===== src/design/dtpf_pkg.sv =====
// Shared types, constants and helpers for the delimited text packet framer.
package dtpf_pkg;

  // Payload store depth per bank; a packet holds at most STORE_DEPTH-1 bytes
  localparam int STORE_DEPTH = 64;
  localparam int PTR_W       = $clog2(STORE_DEPTH);
  localparam int BANKS       = 2;
  localparam int ADDR_W      = PTR_W + 1;

  // Result field widths are fixed by the interface
  localparam int BYTE_W = 8;
  localparam int IDX_W  = 6;

  // Output queue depth (power of two, pointers wrap)
  localparam int OFIFO_DEPTH = 4;
  localparam int OFIFO_PW    = $clog2(OFIFO_DEPTH);
  localparam int OFIFO_CW    = $clog2(OFIFO_DEPTH + 1);

  // Command queue depth: one entry per store bank
  localparam int CMDQ_DEPTH = BANKS;
  localparam int CMDQ_PW    = $clog2(CMDQ_DEPTH);
  localparam int CMDQ_CW    = $clog2(CMDQ_DEPTH + 1);

  // Configuration register indexes
  localparam logic [7:0] CFG_START_DELIM = 8'd0;
  localparam logic [7:0] CFG_END_DELIM   = 8'd1;

  // Reset values of the delimiters
  localparam logic [BYTE_W-1:0] START_DELIM_RST = 8'h5B;  // '['
  localparam logic [BYTE_W-1:0] END_DELIM_RST   = 8'h5D;  // ']'

  localparam logic [BYTE_W-1:0] CH_DOT   = 8'h2E;
  localparam logic [BYTE_W-1:0] CH_SLASH = 8'h2F;
  localparam logic [BYTE_W-1:0] CH_COLON = 8'h3A;
  localparam logic [BYTE_W-1:0] CH_SPACE = 8'h20;
  localparam logic [BYTE_W-1:0] CH_0     = 8'h30;
  localparam logic [BYTE_W-1:0] CH_9     = 8'h39;
  localparam logic [BYTE_W-1:0] CH_UA    = 8'h41;
  localparam logic [BYTE_W-1:0] CH_UZ    = 8'h5A;
  localparam logic [BYTE_W-1:0] CH_LA    = 8'h61;
  localparam logic [BYTE_W-1:0] CH_LZ    = 8'h7A;

  // Store write port, front to back
  typedef struct packed {
    logic              en;
    logic [ADDR_W-1:0] addr;
    logic [BYTE_W-1:0] data;
  } store_wr_t;

  // Drain command: which bank, how many bytes
  typedef struct packed {
    logic             bank;
    logic [PTR_W-1:0] len;
  } drain_cmd_t;

  // Drain finished: bank may be refilled
  typedef struct packed {
    logic valid;
    logic bank;
  } drain_done_t;

  // One result beat
  typedef struct packed {
    logic [BYTE_W-1:0] data;
    logic [IDX_W-1:0]  idx;
    logic [IDX_W-1:0]  len;
    logic              last;
  } out_beat_t;

  typedef enum logic {
    DR_IDLE,
    DR_RUN
  } drain_state_t;

  // Letters, digits, '.', '/', ':' and space
  function automatic logic allowed_char(input logic [BYTE_W-1:0] c);
    logic ok;
    ok = ((c >= CH_LA) && (c <= CH_LZ)) ||
         ((c >= CH_UA) && (c <= CH_UZ)) ||
         ((c >= CH_0)  && (c <= CH_9))  ||
         (c == CH_DOT) || (c == CH_SLASH) || (c == CH_COLON) || (c == CH_SPACE);
    return ok;
  endfunction

endpackage


===== src/design/dtpf_front.sv =====
// Front end: config registers, byte classification, store writes, drain commands.
module dtpf_front import dtpf_pkg::*; (
  input  logic              clk,
  input  logic              rst_n,
  input  logic              cfg_valid,
  output logic              cfg_ready,
  input  logic [7:0]        cfg_index,
  input  logic [BYTE_W-1:0] cfg_data,
  input  logic              in_push,
  output logic              in_full,
  input  logic [BYTE_W-1:0] in_rx_byte,
  output store_wr_t         store_wr,
  output logic              cmd_push,
  output drain_cmd_t        cmd,
  input  drain_done_t       drain_done
);

  logic [BYTE_W-1:0] start_r, end_r;
  logic              in_pkt_r, in_pkt_nxt;
  logic [PTR_W-1:0]  pos_r, pos_nxt;
  logic              bank_r, bank_nxt;
  logic [BANKS-1:0]  busy_r, busy_nxt;
  logic              accept;

  assign cfg_ready = 1'b1;

  // Hold off input while the bank being filled still waits for its drain
  assign in_full = busy_r[bank_r];
  assign accept  = in_push & ~in_full;

  // Delimiter registers
  always_ff @(posedge clk) begin
    if (!rst_n) begin
      start_r <= START_DELIM_RST;
      end_r   <= END_DELIM_RST;
    end else if (cfg_valid) begin
      if (cfg_index == CFG_START_DELIM) start_r <= cfg_data;
      if (cfg_index == CFG_END_DELIM)   end_r   <= cfg_data;
    end
  end

  // Classify the accepted byte
  always_comb begin
    in_pkt_nxt    = in_pkt_r;
    pos_nxt       = pos_r;
    bank_nxt      = bank_r;
    store_wr.en   = 1'b0;
    store_wr.addr = {bank_r, pos_r};
    store_wr.data = in_rx_byte;
    cmd_push      = 1'b0;
    cmd.bank      = bank_r;
    cmd.len       = pos_r;
    if (accept) begin
      if (in_rx_byte == start_r) begin
        in_pkt_nxt = 1'b1;
        pos_nxt    = '0;
      end else if (in_rx_byte == end_r) begin
        // non-empty packet closes: hand the bank to the back end
        if (in_pkt_r && (pos_r != '0)) begin
          cmd_push = 1'b1;
          bank_nxt = ~bank_r;
        end
        in_pkt_nxt = 1'b0;
        pos_nxt    = '0;
      end else if (in_pkt_r) begin
        if (!allowed_char(in_rx_byte) || (pos_r == PTR_W'(STORE_DEPTH - 1))) begin
          in_pkt_nxt = 1'b0;
          pos_nxt    = '0;
        end else begin
          store_wr.en = 1'b1;
          pos_nxt     = pos_r + PTR_W'(1);
        end
      end
    end
  end

  // Bank ownership: set on hand-off, cleared when drained
  always_comb begin
    busy_nxt = busy_r;
    if (drain_done.valid) busy_nxt[drain_done.bank] = 1'b0;
    if (cmd_push)         busy_nxt[bank_r]          = 1'b1;
  end

  always_ff @(posedge clk) begin
    if (!rst_n) begin
      in_pkt_r <= 1'b0;
      pos_r    <= '0;
      bank_r   <= 1'b0;
      busy_r   <= '0;
    end else begin
      in_pkt_r <= in_pkt_nxt;
      pos_r    <= pos_nxt;
      bank_r   <= bank_nxt;
      busy_r   <= busy_nxt;
    end
  end

endmodule


===== src/design/dtpf_cmdq.sv =====
// Short queue of drain commands between the front and back ends.
module dtpf_cmdq import dtpf_pkg::*; (
  input  logic       clk,
  input  logic       rst_n,
  input  logic       push,
  input  drain_cmd_t push_cmd,
  input  logic       pop,
  output logic       valid,
  output drain_cmd_t head
);

  drain_cmd_t          q_r [CMDQ_DEPTH];
  logic [CMDQ_PW-1:0]  wp_r, rp_r;
  logic [CMDQ_CW-1:0]  cnt_r;

  // Never pushed when full: each entry owns a whole bank
  assign valid = (cnt_r != '0);
  assign head  = q_r[rp_r];

  always_ff @(posedge clk) begin
    if (push) q_r[wp_r] <= push_cmd;
  end

  always_ff @(posedge clk) begin
    if (!rst_n) begin
      wp_r  <= '0;
      rp_r  <= '0;
      cnt_r <= '0;
    end else begin
      if (push) wp_r <= wp_r + CMDQ_PW'(1);
      if (pop)  rp_r <= rp_r + CMDQ_PW'(1);
      cnt_r <= cnt_r + CMDQ_CW'(push) - CMDQ_CW'(pop);
    end
  end

endmodule


===== src/design/dtpf_back.sv =====
// Back end: banked payload store, drain sequencer and result queue.
module dtpf_back import dtpf_pkg::*; (
  input  logic               clk,
  input  logic               rst_n,
  input  store_wr_t          store_wr,
  input  logic               cmd_valid,
  input  drain_cmd_t         cmd,
  output logic               cmd_pop,
  output drain_done_t        drain_done,
  input  logic               out_pop,
  output logic               out_empty,
  output logic [BYTE_W-1:0]  out_payload_byte,
  output logic [IDX_W-1:0]   out_byte_index,
  output logic [IDX_W-1:0]   out_packet_length,
  output logic               out_packet_last
);

  // Two banks of payload storage
  logic [BYTE_W-1:0] mem [BANKS * STORE_DEPTH];
  logic [BYTE_W-1:0] rdata_r;
  logic [ADDR_W-1:0] rd_addr;

  drain_state_t      state_r, state_nxt;
  logic              bank_r, bank_nxt;
  logic [PTR_W-1:0]  len_r, len_nxt;
  logic [PTR_W-1:0]  idx_r, idx_nxt;
  logic              issue, space;

  // Read in flight, with its beat fields
  logic              pend_r;
  logic [PTR_W-1:0]  pend_idx_r, pend_len_r;
  logic              pend_last_r;

  out_beat_t              fq_r [OFIFO_DEPTH];
  logic [OFIFO_PW-1:0]    wp_r, rp_r;
  logic [OFIFO_CW-1:0]    cnt_r;
  logic                   fq_push, fq_pop;
  out_beat_t              beat;

  assign rd_addr = {bank_r, idx_r};

  always_ff @(posedge clk) begin
    if (store_wr.en) mem[store_wr.addr] <= store_wr.data;
    rdata_r <= mem[rd_addr];
  end

  // Room for one more beat counting the read in flight
  assign space = ((cnt_r + OFIFO_CW'(pend_r)) < OFIFO_CW'(OFIFO_DEPTH));

  // Drain sequencer
  always_comb begin
    state_nxt        = state_r;
    bank_nxt         = bank_r;
    len_nxt          = len_r;
    idx_nxt          = idx_r;
    cmd_pop          = 1'b0;
    issue            = 1'b0;
    drain_done.valid = 1'b0;
    drain_done.bank  = bank_r;
    unique case (state_r)
      DR_IDLE: begin
        if (cmd_valid) begin
          cmd_pop   = 1'b1;
          bank_nxt  = cmd.bank;
          len_nxt   = cmd.len;
          idx_nxt   = '0;
          state_nxt = DR_RUN;
        end
      end
      DR_RUN: begin
        if (space) begin
          issue   = 1'b1;
          idx_nxt = idx_r + PTR_W'(1);
          if (idx_r == len_r - PTR_W'(1)) begin
            drain_done.valid = 1'b1;
            state_nxt        = DR_IDLE;
          end
        end
      end
      default: state_nxt = DR_IDLE;
    endcase
  end

  always_ff @(posedge clk) begin
    if (!rst_n) begin
      state_r <= DR_IDLE;
      pend_r  <= 1'b0;
    end else begin
      state_r <= state_nxt;
      pend_r  <= issue;
    end
  end

  always_ff @(posedge clk) begin
    bank_r <= bank_nxt;
    len_r  <= len_nxt;
    idx_r  <= idx_nxt;
    if (issue) begin
      pend_idx_r  <= idx_r;
      pend_len_r  <= len_r;
      pend_last_r <= (idx_r == len_r - PTR_W'(1));
    end
  end

  // Result queue
  assign fq_push   = pend_r;
  assign fq_pop    = out_pop & ~out_empty;
  assign out_empty = (cnt_r == '0);

  always_comb begin
    beat.data = rdata_r;
    beat.idx  = IDX_W'(pend_idx_r);
    beat.len  = IDX_W'(pend_len_r);
    beat.last = pend_last_r;
  end

  always_ff @(posedge clk) begin
    if (fq_push) fq_r[wp_r] <= beat;
  end

  always_ff @(posedge clk) begin
    if (!rst_n) begin
      wp_r  <= '0;
      rp_r  <= '0;
      cnt_r <= '0;
    end else begin
      if (fq_push) wp_r <= wp_r + OFIFO_PW'(1);
      if (fq_pop)  rp_r <= rp_r + OFIFO_PW'(1);
      cnt_r <= cnt_r + OFIFO_CW'(fq_push) - OFIFO_CW'(fq_pop);
    end
  end

  assign out_payload_byte  = fq_r[rp_r].data;
  assign out_byte_index    = fq_r[rp_r].idx;
  assign out_packet_length = fq_r[rp_r].len;
  assign out_packet_last   = fq_r[rp_r].last;

endmodule


===== src/design/delimited_text_packet_framer.sv =====
// Top level of the delimited text packet framer.
//
// Input side is a queue write port: a received byte is taken when in_push is
// high and in_full is low. The start delimiter opens a packet, allowed
// characters are stored, the end delimiter closes it and the stored bytes come
// out of the result queue one beat each, with index, length and a last flag.
// Results are read like a queue: a beat is shown while out_empty is low and
// leaves when out_pop is high.
// Delimiters are written over the cfg port (index 0 start, 1 end); cfg_ready
// is always high.
// Throughput: one input byte per cycle while in_full is low. The store has
// two banks, so one packet can be gathered while the previous one drains;
// in_full rises only when both banks hold closed packets not yet drained.
// After the end delimiter is taken, its drain command passes the command queue,
// the drain sequencer, the registered store read and the result queue before
// the first beat shows; beats then follow one per cycle while the queue has room.
// A stalled receiver fills the 4-entry result queue and then pauses the drain;
// nothing is lost. Reset (synchronous) restores the default delimiters, closes
// any open packet and empties both queues; no clearing pass is needed.
module delimited_text_packet_framer import dtpf_pkg::*; (
  input  logic               clk,
  input  logic               rst_n,
  input  logic               cfg_valid,
  output logic               cfg_ready,
  input  logic [7:0]         cfg_index,
  input  logic [BYTE_W-1:0]  cfg_data,
  input  logic               in_push,
  output logic               in_full,
  input  logic [BYTE_W-1:0]  in_rx_byte,
  input  logic               out_pop,
  output logic               out_empty,
  output logic [BYTE_W-1:0]  out_payload_byte,
  output logic [IDX_W-1:0]   out_byte_index,
  output logic [IDX_W-1:0]   out_packet_length,
  output logic               out_packet_last
);

  store_wr_t   store_wr;
  logic        cmd_push, cmd_pop, cmd_valid;
  drain_cmd_t  cmd_in, cmd_head;
  drain_done_t drain_done;

  dtpf_front u_front (
    .clk        (clk),
    .rst_n      (rst_n),
    .cfg_valid  (cfg_valid),
    .cfg_ready  (cfg_ready),
    .cfg_index  (cfg_index),
    .cfg_data   (cfg_data),
    .in_push    (in_push),
    .in_full    (in_full),
    .in_rx_byte (in_rx_byte),
    .store_wr   (store_wr),
    .cmd_push   (cmd_push),
    .cmd        (cmd_in),
    .drain_done (drain_done)
  );

  dtpf_cmdq u_cmdq (
    .clk      (clk),
    .rst_n    (rst_n),
    .push     (cmd_push),
    .push_cmd (cmd_in),
    .pop      (cmd_pop),
    .valid    (cmd_valid),
    .head     (cmd_head)
  );

  dtpf_back u_back (
    .clk               (clk),
    .rst_n             (rst_n),
    .store_wr          (store_wr),
    .cmd_valid         (cmd_valid),
    .cmd               (cmd_head),
    .cmd_pop           (cmd_pop),
    .drain_done        (drain_done),
    .out_pop           (out_pop),
    .out_empty         (out_empty),
    .out_payload_byte  (out_payload_byte),
    .out_byte_index    (out_byte_index),
    .out_packet_length (out_packet_length),
    .out_packet_last   (out_packet_last)
  );

endmodule


===== config.mk =====
export PLATFORM = sky130hd
export DESIGN_NAME = delimited_text_packet_framer
export DESIGN_NICKNAME = d
export VERILOG_FILES = /design/src/design/dtpf_pkg.sv /design/src/design/dtpf_front.sv /design/src/design/dtpf_cmdq.sv /design/src/design/dtpf_back.sv /design/src/design/delimited_text_packet_framer.sv
export SDC_FILE = /design/constraint.sdc
export NUM_CORES = 1
export LEC_CHECK = 0
export ABC_AREA = 1
export BUFFER_PORTS_ARGS = -buffer_cell sky130_fd_sc_hd__buf_4
export CAP_MARGIN = 30
export CORE_UTILIZATION = 25
export DETAILED_ROUTE_END_ITERATION = 8
export HOLD_SLACK_MARGIN = 0.08
export SKIP_CTS_REPAIR_TIMING = 1
export SYNTH_ARGS = -nofsm -noshare
export SYNTH_HDL_FRONTEND = slang
export SYNTH_HIERARCHICAL = 1
export SYNTH_SLANG_ARGS = --single-unit

===== constraint.sdc =====
create_clock -name clk -period 9.57 [get_ports clk]
set_input_delay 0 -clock clk [delete_from_list [all_inputs] [get_ports clk]]
set_output_delay 0 -clock clk [all_outputs]
set_load 0.01 [all_outputs]

# ---- After elaboration in Yosys (flattened, before gate mapping)
# Memories as Yosys holds them, arrays and structs flattened. A register that Yosys moved wholly into a read port is not among the register bits.
# Index checks and enable logic that the tools add are counted.
# Widths: inputs -> output; s select.
dict set report op_classes {
  n_lt_le_gt_ge 11
  n_bitwise 10
  n_addsub 11
  reduce_logical 25
  mux 43
  n_eq_ne 11
}
# cell n
set ops {}
lappend ops {{$mux 6} 6}
lappend ops {{$eq 8x6->1 const B} 4}
lappend ops {{$mux 1} 29}
lappend ops {{$eq 8x8->1} 2}
lappend ops {{$ge 8x7->1 const B} 2}
lappend ops {{$le 8x7->1 const B} 2}
lappend ops {{$add 6x1->6 const B} 2}
lappend ops {{$pmux 6 s2} 1}
lappend ops {{$reduce_and 2->1} 5}
lappend ops {{$eq 8x1->1 const B} 1}
lappend ops {{$ge 8x6->1 const B} 1}
lappend ops {{$le 8x6->1 const B} 1}
lappend ops {{$logic_not 8->1} 1}
lappend ops {{$mux 2} 4}
lappend ops {{$logic_or 1x1->1} 7}
lappend ops {{$eq 6x6->1} 1}
lappend ops {{$eq 6x6->1 const B} 1}
lappend ops {{$logic_and 1x1->1} 6}
lappend ops {{$reduce_bool 6->1} 1}
lappend ops {{$sub 6x1->6 const B} 1}
lappend ops {{$not 1->1} 5}
lappend ops {{$add 2x1->2 const B} 2}
lappend ops {{$lt 1x2->1 const B} 2}
lappend ops {{$ne 2x2->1 const B} 2}
lappend ops {{other kinds (18)} 22}
dict set report word_totals {
  n_memories 3
  elab_cells 132
  ram_bits 1122
  inputBits 29
  output_inout_bits 24
  reg_bits 58
}
# name words width rd rd_clocked_by_memory_dff wr line
set mem_list {}
lappend mem_list {u_back.mem 128 8 1 1 1 dtpf_back.sv:19} ;# logic [BYTE_W-1:0] mem [BANKS * STORE_DEPTH];
lappend mem_list {u_back.fq_r 4 21 1 1 1 dtpf_back.sv:34} ;# out_beat_t fq_r [OFIFO_DEPTH];
lappend mem_list {u_cmdq.q_r 2 7 1 1 1 dtpf_cmdq.sv:12} ;# drain_cmd_t q_r [CMDQ_DEPTH];

# ---- Longest topological paths before layout
dict set report depth {
  ltp_word 17
  mapped_depth 14
  mapped_depth_nobuf 14
}

# ---- Hierarchy
# The synthesis kept the hierarchy.
# module seq_area_each_um2 cells_each area_per_inst_um2 instances
set modules_own_cells {}
lappend modules_own_cells {dtpf_back 34433.0 4276 47708.3 1}
lappend modules_own_cells {dtpf_front 520.5 256 1705.4 1}
lappend modules_own_cells {dtpf_cmdq 520.5 54 758.2 1}

# ---- Worst setup path before layout
# OpenSTA, ideal clock, no wires.
dict set report synth_path {
  kind {reg-to-reg}
  from {register u_front.pos_r[0]}
  to {memory u_back.mem[90][0], enable pin}
  setup_slack_ps 6519
  synth_period_minus_slack_ps 3051
  path_buffers 1
  stages_incl_launch_ff 11
  setup_ps 395
  arrival_time_ps 2656
  t_required_ps 9175
  path_cell_list {dfxtp_1 -> ha_1 -> nand3_1 -> nor2_1 -> a21oi_1 -> nand3_2 -> or2_1 -> nor2_1 -> clkbuf_1 -> nand3_1 -> nor4_1}
}
# item line
set synth_lines {}
lappend synth_lines {{from (decl)} dtpf_front.sv:20} ;# logic [PTR_W-1:0] pos_r, pos_nxt;
lappend synth_lines {{from (signal assigned)} dtpf_front.sv:92} ;# pos_r <= pos_nxt;
lappend synth_lines {{to (decl)} dtpf_back.sv:19}

==> results list <==
- Maximum buffer depth of the clock tree: 3
- Summing all flip-flop and latch instances after layout gives 35500 µm².
* Routed via count divided by cell count: 4.44
- Count of synthesis-stage warnings from yosys: 6
- Synth area leader: edfxtp_1
* Number of failing setup endpoints in the final timing report: 0
* Multi-input gate area: 12100 µm²
- For this run, the detailed router's first-pass iteration total came to 6.
- After detailed routing, the number of remaining DRC violations is 0.
* EDFF count, synth: 1148
- Measured on the finished design, the core utilization comes to 28.8%.
* Number of buffers added by the clock tree synthesis step: approximately 120
- Number of cells on the worst reg-to-reg path: 13
- The run finished with clean final reports.
- Detailed routing inserted a total of 32700 vias.
* WL per Instance: ~17 µm
* Final hold violation count: 0
- At the end of the flow, the number of nets in the layout was 4633.
- Sum of internal, switching and leakage power: between 15 and 20 mW
- For this run, the leading register cell type out of synthesis is edfxtp_1.
- Y dimension of the die: 450 µm
- Portion of the post-synthesis area used by sequential elements: 70.7%
- Maximum number of pins on one net before global-route repair: 206
- Wires add up to between 100000 and 150000 µm.
- Fraction of post-synthesis cell area in the top cell type by area: between 60 and 70%
- Synthesized net count: 4629
- In this run the standard cell core region covers ~200000 µm².
* Global-route wire length before repair: 190000 µm
* Cell count after synthesis: 4586
- The floorplan has 164 rows.
- Maximum achievable frequency: approximately 0.22 GHz
- The number of max-slew violations in the final report came to 0.
- STA puts the critical path data required time at 9.91 ns.
- Iter 0 DRT Violations: 3071
* Final period demand of the worst path: 4.50 ns
- Dividing total power by cell area gives a power density of 267 nW/µm².
- Library cell used as clock root buffer: clkbuf_16
- Endpoint class of the critical path: flip-flop
- Of all nets on the critical path, the largest fanout is 68.
* Classification of the worst-slack hold path: primary input to flip-flop
* Number of input and output port buffers inserted: 51
- Summed over all failing endpoints, the final setup total negative slack is 0 ns.
- At the pin with the least slew margin, the transition time is 1.07 ns.
* Number of maximum-capacitance constraint violations: 0
- Counting the fill cells in the layout gives ~20000.
- Half-perimeter wire length of the detailed placement result: 72200 µm
* Setup repair after global routing missed its margin: no
- Net switching is a little over a third of the power.
* Cell depth of the worst min-delay path: 5
- Via count of the first global-routing pass: 31500
* Fraction of layout cells with a size suffix above 1: 6.75%
* Ant diodes: 0
- The clock net in this run drives a total of about 1200 sinks.
* Combined area of all synthesized cells: between 50000 and 60000 µm²
- Combinational logic burns 29.7% of the power.
- From left edge to right edge, the die measures around 450 µm.
* Net switching power figure: 5.39 mW
- Cell internal power was estimated by the tool at 9.91 mW.
- TritonCTS clock tree: built
- The worst path uses 47.0% of the clock period.
- At the worst endpoint, the arrival time is 4.84 ns.
- Pleak: 21.1 nW
- The number of antenna violations at the first check in global routing is 1.
* P&R area growth vs syn: 14.4%
* Syn avg cell area: around 11 µm²
- Count of cell types in the netlist: 38
* Clock network latency to the later pin of the worst-skew pair: between 0.7 and 0.8 ns
* Weighted congestion at the end of routability-driven global placement: approximately 0.84
* Global-route total usage across every layer: 12.0%
- The share of total power dissipated in sequential elements is 39.4%.
* Remaining max-slew budget at the tightest pin: 28.6%
- Number of storage elements in the synthesis netlist: 1198
- After synthesis, the cell types taking the most area are edfxtp_1 69%, nand2_1 11%, nand3_1 5.3%.
- H-tree depth reported by CTS: 3
* Initial Util: 25.1%
- Start-to-end type of the worst setup path: primary input to flip-flop
- Worst setup SP type: primary input
- Relative contribution of the clock network to total power: 30.9%
- In this run the remaining antenna-violating nets after routing total 0.
* Congestion Overflow GR: 0
- The die covers 202000 µm².
- 53 I/O pins were placed.
- Register clock-pin slew on the reported worst setup and hold paths: around 0.060 ns
- The clock arrives with between 0.02 and 0.03 ns of skew.
* Synth async-reset ratio: 0%
- The worst-case IR drop observed on VDD is about 0.00023 V.
==> cell usage after synthesis, types with 2 or more instances <==
cell type	instances
a21oi_1	84
buf_1	20
buf_2	134
buf_4	43
buf_6	2
clkbuf_1	63
clkinv_1	2
dfxtp_1	50
edfxtp_1	1148
ha_1	14
inv_1	318
inv_2	5
mux2_4	7
nand2_1	1460
nand2_2	3
nand3_1	529
nand3_2	2
nand4_1	6
nor2_1	443
nor2_2	2
nor3_1	8
nor4_1	7
o211ai_1	56
o21ai_0	119
o21ai_1	5
o22ai_1	21
xnor2_1	16
xor2_1	9
==> flip-flops by register name (all words and copies together) (netlist names), 2 cells and up, named ones only <==
signal	cells
u_front/start_r	8
u_front/busy_r	2
u_cmdq/q_r	14
u_back/rp_r	2
u_back/mem	1024
u_back/cnt_r	3
u_back/rdata_r	8
u_back/idx_r	6
u_front/end_r	8
u_front/pos_r	6
u_back/wp_r	2
u_back/pend_len_r	6
u_back/fq_r	84
u_back/len_r	6
u_cmdq/cnt_r	2
u_back/pend_idx_r	6
==> placed cells by master (no fill, tap or decap), types with 7 or more instances in the layout <==
cell type,count
bufinv_16,16
o21ai_0,119
xnor2_1,16
dfxtp_1,50
a21oi_1,84
inv_1,315
nand3_1,529
clkinv_1,31
edfxtp_1,1148
clkinv_2,24
dlygate4sd3_1,33
buf_4,106
xor2_1,9
nor2_1,443
o22ai_1,21
o211ai_1,56
nand2_1,1459
ha_1,14
nor3_1,8
clkbuf_1,19
clkbuf_16,123
nor4_1,7
mux2_4,7
==> layout make-up <==
class,instances,area share (%)
flip-flops and latches,1198,61.8
repair buffers,147,2.21
inverters,325,2.15
well taps,2656,5.79
clock buffers,142,5.49
multi-input cells,2799,21.1
clock inverters,82,1.43
==> layer usage <==
metal  GRT usage (%)  wire, µm  vias to the layer above  share of wire [%]
met2            20.1     59600                     1025                 48
met4            3.79      3290                        0                2.6
met1            16.0     54400                    16000                 43
met5               0         0                        -                  0
li1                -         -                    15500                  -
met3            1.54      8110                      184                6.5
==> kinds of logic (layout without fill, tap and decap cells) <==
kind of cell,Yosys count,in the layout,synth area share (%)
buffers and inverters,589,696,5.11
muxes,7,7,0.209
adders and majority gates,14,14,0.349
DFF,1198,1198,70.7
AOI/OAI and AO/OA,287,287,3.20
xor gates and xnor gates,25,25,0.436
and+or+nand+nor,2465,2465,20.0
other,1,1,0.00747
==> path summary, 6_finish.rpt <==
kind / startpoint / end / slack (ns)
min: cfg_valid / u_front/end_r[1]$_SDFFE_PN0P_ / 0.04
min reg2reg: u_front/busy_r[1]$_SDFF_PN0_ / u_front/busy_r[1]$_SDFF_PN0_ / 0.47
max reg2reg: u_back/idx_r[0]$_SDFFCE_PN0P_ / u_back/rdata_r[5]$_DFF_P_ / 5.40
max: in_rx_byte[6] / u_back/mem[104][1]$_DFFE_PP_ / 5.07
==> stage by stage <==
stage / cell area [µm²] / hold slack (ns) / instances / setup WS [ns]
finish: 57400 / 0.0393 / 7349 / 5.07
global route: 57400 / 0.111 / 7349 / 4.72
floorplan: 50200 / 0.0935 / 4586 / 6.52
CTS: 57000 / -0.478 / 7313 / 5.43
global placement: 53000 / 0.269 / 7085 / 4.77
detailed placement: 53100 / 0.272 / 7089 / 4.86
==> critical path, stage by stage <==
cell and delay [ns]:
dlygate4sd3_1 0.53, buf_4 0.65, buf_4 0.80, o21ai_0 0.15, a21oi_1 0.21, nand3_2 0.17, or2_1 0.26, nor2_1 0.55
nand2_1 0.48, buf_4 0.37, nor2_1 0.53
==> power groups by stage <==
stage | sequential (mW) | combinational [mW] | clock (mW)
6_report | 6.03 | 4.54 | 4.73
5_1_grt | 6.04 | 5.00 | 5.00
4_1_cts | 6.03 | 4.51 | 4.81
3_5_place_dp | 6.14 | 4.49 | 0
3_3_place_gp | 6.14 | 4.45 | 0
2_1_floorplan | 6.07 | 3.12 | 0
(Power assumes the default switching activity.)
